### config.mk
export PLATFORM = sky130hd
export DESIGN_NAME = sha256_message_digest
export DESIGN_NICKNAME = d
export VERILOG_FILES = /design/src/design/sha_pkg.sv /design/src/design/sha_ctrl.sv /design/src/design/sha_datapath.sv /design/src/design/sha256_message_digest.sv
export SDC_FILE = /design/constraint.sdc
export NUM_CORES = 2
export LEC_CHECK = 0
export BUFFER_PORTS_ARGS = -buffer_cell sky130_fd_sc_hd__clkbuf_2
export CORE_MARGIN = 2
export CORE_UTILIZATION = 53
export DETAILED_ROUTE_END_ITERATION = 10
export PLACE_DENSITY = 0.74
export SLEW_MARGIN = 20
export SYNTH_ARGS = -nofsm -noshare
export SYNTH_HDL_FRONTEND = slang
export SYNTH_SLANG_ARGS = --single-unit
### constraint.sdc
create_clock -name clk -period 18.32 [get_ports clk]
set_clock_uncertainty 0.2 [all_clocks]
set_input_delay 5.496 -clock clk [delete_from_list [all_inputs] [get_ports clk]]
set_output_delay 5.496 -clock clk [all_outputs]
set_load 0.005 [all_outputs]
### src/design/sha_pkg.sv
// ----------------------------------------------------------------------------
// sha_pkg - shared types and constants for the SHA-256 digest block
// Controller states, datapath command word, round constants and initial hash.
// ----------------------------------------------------------------------------
package sha_pkg;

    localparam int unsigned NumWords    = 8;
    localparam int unsigned WindowWords = 16;
    localparam int unsigned NumRounds   = 64;

    localparam logic [7:0] PadByte = 8'h80;

    typedef enum logic [2:0] {
        ST_COLLECT,
        ST_PAD,
        ST_LEN,
        ST_ROUND,
        ST_UPDATE,
        ST_DONE
    } state_t;

    typedef enum logic [1:0] {
        SRC_INPUT,
        SRC_PAD,
        SRC_ZERO,
        SRC_LEN
    } byte_src_t;

    typedef struct packed {
        logic      shift_byte;
        byte_src_t src;
        logic [2:0] len_sel;
        logic      count_byte;
        logic      round_en;
        logic [5:0] round_idx;
        logic      update_chain;
        logic      finish;
    } cmd_t;

    function automatic logic [31:0] initial_hash(input logic [2:0] idx);
        logic [31:0] v;
        case (idx)
            3'd0:    v = 32'h6a09e667;
            3'd1:    v = 32'hbb67ae85;
            3'd2:    v = 32'h3c6ef372;
            3'd3:    v = 32'ha54ff53a;
            3'd4:    v = 32'h510e527f;
            3'd5:    v = 32'h9b05688c;
            3'd6:    v = 32'h1f83d9ab;
            3'd7:    v = 32'h5be0cd19;
            default: v = 32'h6a09e667;
        endcase
        return v;
    endfunction

    function automatic logic [31:0] round_const(input logic [5:0] t);
        logic [31:0] k;
        case (t)
            6'd0:  k = 32'h428a2f98;  6'd1:  k = 32'h71374491;
            6'd2:  k = 32'hb5c0fbcf;  6'd3:  k = 32'he9b5dba5;
            6'd4:  k = 32'h3956c25b;  6'd5:  k = 32'h59f111f1;
            6'd6:  k = 32'h923f82a4;  6'd7:  k = 32'hab1c5ed5;
            6'd8:  k = 32'hd807aa98;  6'd9:  k = 32'h12835b01;
            6'd10: k = 32'h243185be;  6'd11: k = 32'h550c7dc3;
            6'd12: k = 32'h72be5d74;  6'd13: k = 32'h80deb1fe;
            6'd14: k = 32'h9bdc06a7;  6'd15: k = 32'hc19bf174;
            6'd16: k = 32'he49b69c1;  6'd17: k = 32'hefbe4786;
            6'd18: k = 32'h0fc19dc6;  6'd19: k = 32'h240ca1cc;
            6'd20: k = 32'h2de92c6f;  6'd21: k = 32'h4a7484aa;
            6'd22: k = 32'h5cb0a9dc;  6'd23: k = 32'h76f988da;
            6'd24: k = 32'h983e5152;  6'd25: k = 32'ha831c66d;
            6'd26: k = 32'hb00327c8;  6'd27: k = 32'hbf597fc7;
            6'd28: k = 32'hc6e00bf3;  6'd29: k = 32'hd5a79147;
            6'd30: k = 32'h06ca6351;  6'd31: k = 32'h14292967;
            6'd32: k = 32'h27b70a85;  6'd33: k = 32'h2e1b2138;
            6'd34: k = 32'h4d2c6dfc;  6'd35: k = 32'h53380d13;
            6'd36: k = 32'h650a7354;  6'd37: k = 32'h766a0abb;
            6'd38: k = 32'h81c2c92e;  6'd39: k = 32'h92722c85;
            6'd40: k = 32'ha2bfe8a1;  6'd41: k = 32'ha81a664b;
            6'd42: k = 32'hc24b8b70;  6'd43: k = 32'hc76c51a3;
            6'd44: k = 32'hd192e819;  6'd45: k = 32'hd6990624;
            6'd46: k = 32'hf40e3585;  6'd47: k = 32'h106aa070;
            6'd48: k = 32'h19a4c116;  6'd49: k = 32'h1e376c08;
            6'd50: k = 32'h2748774c;  6'd51: k = 32'h34b0bcb5;
            6'd52: k = 32'h391c0cb3;  6'd53: k = 32'h4ed8aa4a;
            6'd54: k = 32'h5b9cca4f;  6'd55: k = 32'h682e6ff3;
            6'd56: k = 32'h748f82ee;  6'd57: k = 32'h78a5636f;
            6'd58: k = 32'h84c87814;  6'd59: k = 32'h8cc70208;
            6'd60: k = 32'h90befffa;  6'd61: k = 32'ha4506ceb;
            6'd62: k = 32'hbef9a3f7;  6'd63: k = 32'hc67178f2;
            default: k = 32'h428a2f98;
        endcase
        return k;
    endfunction

endpackage

### src/design/sha_ctrl.sv
// ----------------------------------------------------------------------------
// sha_ctrl - SHA-256 sequencing controller
// Tracks block fill, padding and round count; drives datapath commands.
// ----------------------------------------------------------------------------
module sha_ctrl
    import sha_pkg::*;
(
    input  logic clk,
    input  logic rst_n,
    input  logic in_valid,
    output logic in_stall,
    input  logic byte_present,
    input  logic end_of_message,
    output logic out_valid,
    input  logic out_stall,
    output cmd_t cmd
);

    state_t     state_reg, state_next;
    logic [5:0] bib_reg, bib_next;        // bytes in open block
    logic [5:0] rnd_reg, rnd_next;
    logic       pad_active_reg, pad_active_next;
    logic       pad_first_reg, pad_first_next;
    logic       last_reg, last_next;
    logic       out_valid_reg, out_valid_next;
    logic       out_free;
    logic       pad_done;

    assign out_free = !out_valid_reg || !out_stall;
    assign pad_done = !pad_first_reg && (bib_reg == 6'd56);

    always_ff @(posedge clk or negedge rst_n)
    begin
        if (!rst_n)
        begin
            state_reg      <= ST_COLLECT;
            bib_reg        <= '0;
            rnd_reg        <= '0;
            pad_active_reg <= 1'b0;
            pad_first_reg  <= 1'b0;
            last_reg       <= 1'b0;
            out_valid_reg  <= 1'b0;
        end
        else
        begin
            state_reg      <= state_next;
            bib_reg        <= bib_next;
            rnd_reg        <= rnd_next;
            pad_active_reg <= pad_active_next;
            pad_first_reg  <= pad_first_next;
            last_reg       <= last_next;
            out_valid_reg  <= out_valid_next;
        end
    end

    // next state
    always_comb
    begin
        state_next      = state_reg;
        bib_next        = bib_reg;
        rnd_next        = rnd_reg;
        pad_active_next = pad_active_reg;
        pad_first_next  = pad_first_reg;
        last_next       = last_reg;
        out_valid_next  = out_valid_reg && out_stall;

        case (state_reg)
            ST_COLLECT:
            begin
                if (in_valid)
                begin
                    if (byte_present)
                    begin
                        bib_next = bib_reg + 6'd1;
                    end
                    if (byte_present && (bib_reg == 6'd63))
                    begin
                        state_next      = ST_ROUND;
                        rnd_next        = '0;
                        pad_active_next = end_of_message;
                        pad_first_next  = end_of_message;
                    end
                    else if (end_of_message)
                    begin
                        state_next      = ST_PAD;
                        pad_active_next = 1'b1;
                        pad_first_next  = 1'b1;
                    end
                end
            end
            ST_PAD:
            begin
                if (pad_done)
                begin
                    state_next = ST_LEN;
                end
                else
                begin
                    pad_first_next = 1'b0;
                    bib_next       = bib_reg + 6'd1;
                    if (bib_reg == 6'd63)
                    begin
                        state_next = ST_ROUND;
                        rnd_next   = '0;
                    end
                end
            end
            ST_LEN:
            begin
                bib_next = bib_reg + 6'd1;
                if (bib_reg == 6'd63)
                begin
                    state_next = ST_ROUND;
                    rnd_next   = '0;
                    last_next  = 1'b1;
                end
            end
            ST_ROUND:
            begin
                rnd_next = rnd_reg + 6'd1;
                if (rnd_reg == 6'd63)
                begin
                    state_next = ST_UPDATE;
                end
            end
            ST_UPDATE:
            begin
                if (last_reg)
                begin
                    state_next = ST_DONE;
                end
                else if (pad_active_reg)
                begin
                    state_next = ST_PAD;
                end
                else
                begin
                    state_next = ST_COLLECT;
                end
            end
            ST_DONE:
            begin
                if (out_free)
                begin
                    out_valid_next  = 1'b1;
                    last_next       = 1'b0;
                    pad_active_next = 1'b0;
                    pad_first_next  = 1'b0;
                    bib_next        = '0;
                    state_next      = ST_COLLECT;
                end
            end
            default:
            begin
                state_next = ST_COLLECT;
            end
        endcase
    end

    // outputs
    always_comb
    begin
        cmd      = '0;
        cmd.src  = SRC_INPUT;
        in_stall = 1'b1;

        case (state_reg)
            ST_COLLECT:
            begin
                in_stall       = 1'b0;
                cmd.shift_byte = in_valid && byte_present;
                cmd.count_byte = in_valid && byte_present;
            end
            ST_PAD:
            begin
                cmd.shift_byte = !pad_done;
                cmd.src        = pad_first_reg ? SRC_PAD : SRC_ZERO;
            end
            ST_LEN:
            begin
                cmd.shift_byte = 1'b1;
                cmd.src        = SRC_LEN;
                cmd.len_sel    = bib_reg[2:0];
            end
            ST_ROUND:
            begin
                cmd.round_en  = 1'b1;
                cmd.round_idx = rnd_reg;
            end
            ST_UPDATE:
            begin
                cmd.update_chain = 1'b1;
            end
            ST_DONE:
            begin
                cmd.finish = out_free;
            end
            default:
            begin
                cmd = '0;
            end
        endcase
    end

    assign out_valid = out_valid_reg;

endmodule

### src/design/sha_datapath.sv
// ----------------------------------------------------------------------------
// sha_datapath - SHA-256 block window, round logic and chaining state
// Bytes shift into a 16-word window that doubles as the message schedule.
// ----------------------------------------------------------------------------
module sha_datapath
    import sha_pkg::*;
(
    input  logic                 clk,
    input  logic                 rst_n,
    input  cmd_t                 cmd,
    input  logic [7:0]           data_byte,
    output logic [7:0][31:0]     digest
);

    logic [31:0] win_reg   [WindowWords];
    logic [31:0] win_next  [WindowWords];
    logic [31:0] work_reg  [NumWords];
    logic [31:0] work_next [NumWords];
    logic [31:0] chain_reg [NumWords];
    logic [31:0] chain_next[NumWords];
    logic [7:0][31:0] digest_reg, digest_next;
    logic [60:0] cnt_reg, cnt_next;       // message length in bytes

    logic [63:0] len_bits;
    logic [7:0]  new_byte;
    logic [31:0] sched_word;
    logic [31:0] t1, t2;

    function automatic logic [31:0] rotr(input logic [31:0] x, input int unsigned n);
        return (x >> n) | (x << (32 - n));
    endfunction

    assign len_bits = {cnt_reg, 3'b000};

    // byte source select
    always_comb
    begin
        logic [63:0] sh;
        sh = len_bits << {cmd.len_sel, 3'b000};
        case (cmd.src)
            SRC_INPUT: new_byte = data_byte;
            SRC_PAD:   new_byte = PadByte;
            SRC_ZERO:  new_byte = 8'h00;
            SRC_LEN:   new_byte = sh[63:56];
            default:   new_byte = 8'h00;
        endcase
    end

    // schedule word and round terms
    always_comb
    begin
        logic [31:0] a, b, c, e, f, g, h;
        logic [31:0] bs0, bs1, ch, maj, ss0, ss1;
        a = work_reg[0];
        b = work_reg[1];
        c = work_reg[2];
        e = work_reg[4];
        f = work_reg[5];
        g = work_reg[6];
        h = work_reg[7];
        ss0 = rotr(win_reg[1], 7) ^ rotr(win_reg[1], 18) ^ (win_reg[1] >> 3);
        ss1 = rotr(win_reg[14], 17) ^ rotr(win_reg[14], 19) ^ (win_reg[14] >> 10);
        sched_word = ss1 + win_reg[9] + ss0 + win_reg[0];
        bs1 = rotr(e, 6) ^ rotr(e, 11) ^ rotr(e, 25);
        ch  = (e & f) ^ (~e & g);
        t1  = h + bs1 + ch + round_const(cmd.round_idx) + win_reg[0];
        bs0 = rotr(a, 2) ^ rotr(a, 13) ^ rotr(a, 22);
        maj = (a & b) ^ (a & c) ^ (b & c);
        t2  = bs0 + maj;
    end

    // window: byte shift while filling, word shift while running rounds
    always_comb
    begin
        for (int i = 0; i < WindowWords; i++)
        begin
            win_next[i] = win_reg[i];
        end
        if (cmd.shift_byte)
        begin
            for (int i = 0; i < WindowWords - 1; i++)
            begin
                win_next[i] = {win_reg[i][23:0], win_reg[i+1][31:24]};
            end
            win_next[WindowWords-1] = {win_reg[WindowWords-1][23:0], new_byte};
        end
        else if (cmd.round_en)
        begin
            for (int i = 0; i < WindowWords - 1; i++)
            begin
                win_next[i] = win_reg[i+1];
            end
            win_next[WindowWords-1] = sched_word;
        end
    end

    // working variables, chaining state, length, digest
    always_comb
    begin
        for (int i = 0; i < NumWords; i++)
        begin
            work_next[i]  = work_reg[i];
            chain_next[i] = chain_reg[i];
        end
        digest_next = digest_reg;
        cnt_next    = cnt_reg;

        if (cmd.count_byte)
        begin
            cnt_next = cnt_reg + 61'd1;
        end

        if (cmd.finish)
        begin
            for (int i = 0; i < NumWords; i++)
            begin
                digest_next[i] = chain_reg[i];
                chain_next[i]  = initial_hash(3'(i));
                work_next[i]   = initial_hash(3'(i));
            end
            cnt_next = '0;
        end
        else if (cmd.update_chain)
        begin
            // working copy is left equal to the new chain for the next block
            for (int i = 0; i < NumWords; i++)
            begin
                chain_next[i] = chain_reg[i] + work_reg[i];
                work_next[i]  = chain_reg[i] + work_reg[i];
            end
        end
        else if (cmd.round_en)
        begin
            work_next[7] = work_reg[6];
            work_next[6] = work_reg[5];
            work_next[5] = work_reg[4];
            work_next[4] = work_reg[3] + t1;
            work_next[3] = work_reg[2];
            work_next[2] = work_reg[1];
            work_next[1] = work_reg[0];
            work_next[0] = t1 + t2;
        end
    end

    always_ff @(posedge clk or negedge rst_n)
    begin
        if (!rst_n)
        begin
            for (int i = 0; i < NumWords; i++)
            begin
                chain_reg[i] <= initial_hash(3'(i));
                work_reg[i]  <= initial_hash(3'(i));
            end
            cnt_reg <= '0;
        end
        else
        begin
            for (int i = 0; i < NumWords; i++)
            begin
                chain_reg[i] <= chain_next[i];
                work_reg[i]  <= work_next[i];
            end
            cnt_reg <= cnt_next;
        end
    end

    always_ff @(posedge clk)
    begin
        for (int i = 0; i < WindowWords; i++)
        begin
            win_reg[i] <= win_next[i];
        end
        digest_reg <= digest_next;
    end

    assign digest = digest_reg;

endmodule

### src/design/sha256_message_digest.sv
// ----------------------------------------------------------------------------
// sha256_message_digest - SHA-256 hash over a byte stream
// Controller plus datapath; one compression round per clock.
// ----------------------------------------------------------------------------
// Usage:
//   Input channel (in_valid / in_stall): each transfer carries an optional
//   message byte (byte_present) and an optional end mark (end_of_message).
//   A transfer with neither does nothing. An end mark with no byte at the
//   start of a message hashes the empty string.
//   Output channel (out_valid / out_stall): one transfer per message, the
//   eight hash words, digest_word0 being the most significant.
// Timing:
//   Bytes are taken one per cycle until a 64-byte block is full; the block
//   then runs 64 rounds plus a chain update, with in_stall held high.
//   The single round unit sets the sustained rate: no bytes are taken
//   while a block is compressed. After the end mark, padding and length are
//   shifted in one byte a cycle, then one or two compressions follow,
//   depending on the final fill, before the digest is offered.
// Reset and stalls:
//   Reset loads the initial hash values and clears all counters; no
//   clearing pass is needed. The digest sits in its own register, so the
//   next message can stream in while the receiver stalls; only the next
//   digest waits until the previous one has been taken.
// ----------------------------------------------------------------------------
module sha256_message_digest
    import sha_pkg::*;
(
    input  logic        clk,
    input  logic        rst_n,
    input  logic        in_valid,
    output logic        in_stall,
    input  logic [7:0]  data_byte,
    input  logic        byte_present,
    input  logic        end_of_message,
    output logic        out_valid,
    input  logic        out_stall,
    output logic [31:0] digest_word0,
    output logic [31:0] digest_word1,
    output logic [31:0] digest_word2,
    output logic [31:0] digest_word3,
    output logic [31:0] digest_word4,
    output logic [31:0] digest_word5,
    output logic [31:0] digest_word6,
    output logic [31:0] digest_word7
);

    cmd_t             cmd;
    logic [7:0][31:0] digest;

    // sequencing: block fill, padding, rounds, output handshake
    sha_ctrl u_ctrl (
        .clk            (clk),
        .rst_n          (rst_n),
        .in_valid       (in_valid),
        .in_stall       (in_stall),
        .byte_present   (byte_present),
        .end_of_message (end_of_message),
        .out_valid      (out_valid),
        .out_stall      (out_stall),
        .cmd            (cmd)
    );

    // window, round logic, chaining state and digest register
    sha_datapath u_datapath (
        .clk       (clk),
        .rst_n     (rst_n),
        .cmd       (cmd),
        .data_byte (data_byte),
        .digest    (digest)
    );

    assign digest_word0 = digest[0];
    assign digest_word1 = digest[1];
    assign digest_word2 = digest[2];
    assign digest_word3 = digest[3];
    assign digest_word4 = digest[4];
    assign digest_word5 = digest[5];
    assign digest_word6 = digest[6];
    assign digest_word7 = digest[7];

endmodule

==> results.md <==
- Max incr delay on CP: between 0.7 and 0.8 ns
- Top post-synthesis cells by area: edfxtp_1 28%, nand2_1 9.8%, dfrtp_1 9.7%, dfstp_2 8.7%, ha_1 5.9%
- # clock sinks: ~1400
- Worst-path clk slew: 0.06 ns
- Clock Latency Late Sink: between 0.8 and 0.9 ns
- CTS tree: yes
- Gr usage total: between 30% and 40%
- # Max-Cap Violations: 0
- Crit path max fanout: 18
- IO buf count: ~270
- Worst R2R Path Depth: 39
- Startpoint Class: flip-flop
- WP data arrival: ~12 ns
- Tcrit/Tclk final: between 60% and 70%
- Post-cts gate resize count: 0
- Outcome: finished, final reports clean
- Critical path startpoint: u_ctrl.state_reg[0]
- Average wire per standard cell: roughly 25 um
- Top-area cell type share of the netlist area: between 20 and 30%
- Area Overhead vs Synth: 9.69%
- Root buffer cell: clkbuf_16
- Hold Path Class: flip-flop to flip-flop
- Max FFs per register: about 510
- Cell variety after synth: about 120
- Crit path buffers/inverters: 3
- Num CTS Buffers: 150
- R2R Path End: u_datapath.work_reg[254]
- Nets: 9232
- Placer Congestion: 0.984
- Core ar.: about 150000 um2
- Syn. warnings: 0
- Die Ht: between 300 and 400 um
- Share of layout cells above drive strength 1: between 10 and 15%
- Worst-margin pin slew: 1.24 ns
- Mapped Cells: ~8600
- Largest net degree at the start of global routing: 214
- CP Depth: 39
- Vias in the first global route: 63500
- Initial antenna violation count: 12
- Reg2reg start: u_ctrl.state_reg[0]
- Family with the most delay on the worst path: compound AO/OA/AOI/OAI gates
- Critical Path End: u_datapath.work_reg[254]
- GRT overflow: 0
- Antenna Violating Nets Remaining: 0
- Final hold viol count: 0
- H-tree levels: 4
- # DRC: 0
- Longest Clk Path Bufs: 3
- Unrepaired setup endpoints after global routing: no
- FP Rows: around 140
- Vias: between 60000 and 70000
- Max Slew Vio Count: 0
- Top FF cell, synth: edfxtp_1
- Post-DP HPWL: about 190000 um
- Min Tclk post-route: between 10 and 15 ns
- EDFF count, synth: between 700 and 800
- Router iterations before antenna repair: 9
- Postcts setup bufs: 0
- Vias/cell: 6.20
- Final setup fails: 0
- Setup TNS: 0 ns
- Initial DRC count: between 7000 and 8000
- Die X: between 300 and 400 um
- Critical Setup Path Class: flip-flop to flip-flop
- Worst path most repeated cell: fa_1
- CTS Hold Bufs: 0
- Final wirelength: ~260000 um
- Asr flop ratio synth: a little over two fifths
- Slew HR: between 10% and 20%
- Initial core utilization: a little over half
- I/O pins: between 200 and 300
- Avg Cell Area, Syn: roughly 9.5 um2
- Crit path required time: roughly 19 ns
- Die ar.: between 150000 and 200000 um2
- First-pass GRT wire length: about 400000 um
- Fmax: between 80 and 90 MHz
- Seq cells post-synth: roughly 1400
- Slowest cell on crit path: dfrtp_1
- Sequential share of the synthesized area: approximately 46%
- Leading area contributor after synthesis: edfxtp_1
- Cell area after synthesis: about 82000 um2
- Worst R2R Setup Slack: 6.62 ns
- Crit end category: flip-flop
- Syn nets: 9244
[tightest hold or removal path, cell delays in order, from the launching register on]
cell     delay (ns)
dfstp_2        0.38
nand2_1        0.05
nand2_1        0.04
[area by class of cell]
type	instances	area, um2
antenna	7	17.5
inverter	281	1060
clock inverter	80	1160
multi-input combinational	6496	41400
clock buffer	198	4080
fill	13100	63800
timing repair buffer	342	2010
sequential	1360	38200
tap	2044	2560
[Yosys cell counts, types with 53 or more instances]
cell type and number:
a211oi_1 66, a21o_1 176, a21oi_1 609, a22oi_1 81, and3_1 87, clkbuf_1 444
dfrtp_1 320, dfstp_2 272, edfxtp_1 768, fa_1 195, ha_1 392, inv_1 278
mux2i_1 53, nand2_1 2161, nand2b_1 59, nand3_1 138, nor2_1 396, nor3_1 85
o211ai_1 76, o21a_1 62, o21ai_0 486, o22ai_1 88, or3_1 54, xnor2_1 416
xor2_1 195
[layer usage]
metal	up-vias	track usage, %	share of wire, %
met4	6	14.4	4.9
met3	685	6.62	9.6
met5	-	0	0.015
li1	30200	-	-
met1	32800	45.4	41
met2	3286	50.5	45
[layout by cell type (no fill, tap or decap), types with 86 or more instances in the layout]
master	synthesis	layout
nand2_1	2161	2156
edfxtp_1	768	768
a21oi_1	609	609
o21ai_0	486	486
xnor2_1	416	416
nor2_1	396	393
ha_1	392	392
dfrtp_1	320	319
inv_1	278	277
dfstp_2	272	272
clkbuf_2	0	270
xor2_1	195	195
fa_1	195	195
a21o_1	176	176
clkbuf_16	0	152
nand3_1	138	137
o22ai_1	88	88
and3_1	87	86
[stage by stage]
| stage | hold slack [ns] | setup slack (ns) | instance area [um2] | instances | utilization (%) |
|---|---|---|---|---|---|
| floorplan | 0.245 | 3.96 | 82500 | 8643 | - |
| global placement | 0.264 | 6.88 | 85200 | 10500 | 55.2 |
| CTS | 0.274 | 6.72 | 90400 | 10800 | 58.6 |
| detailed placement | 0.266 | 6.80 | 85200 | 10500 | 55.2 |
| global route | 0.295 | 5.96 | 90500 | 10800 | 58.6 |
| finish | 0.272 | 6.62 | 90500 | 10800 | 58.7 |
[cells by family (layout without fill, tap and decap cells)]
group                    Yosys count  count (layout)  synth area share (%)
AND/OR/NAND/NOR                 3163            3163                  16.1
buffers and inverters            787             901                  3.62
AO/OA/AOI/OAI                   2044            2044                  15.6
multiplexers                      67              67                 0.875
flip-flops                      1360            1360                  46.3
other                              0               7                     0
adder cells (fa/ha/maj)          610             610                  11.0
XOR/XNOR                         612             612                  6.51
[worst min-delay path by stage]
stage,startpoint,to,slack [ns],cells after the start
6_report,u_datapath.chain_reg[230],u_datapath.chain_reg[230],0.27,2
4_1_cts,u_datapath.chain_reg[230],u_datapath.chain_reg[230],0.27,2
3_3_place_gp,u_datapath.chain_reg[230],u_datapath.chain_reg[230],0.26,2
2_1_floorplan,u_datapath.chain_reg[18],u_datapath.digest[242],0.24,0
3_5_place_dp,u_datapath.chain_reg[230],u_datapath.chain_reg[230],0.27,2
5_1_grt,u_datapath.chain_reg[196],u_datapath.digest[36],0.29,0
Power is left out: the tool's default activity adds up to more than one toggle a clock period on the data nets, which glitch-free logic cannot reach.
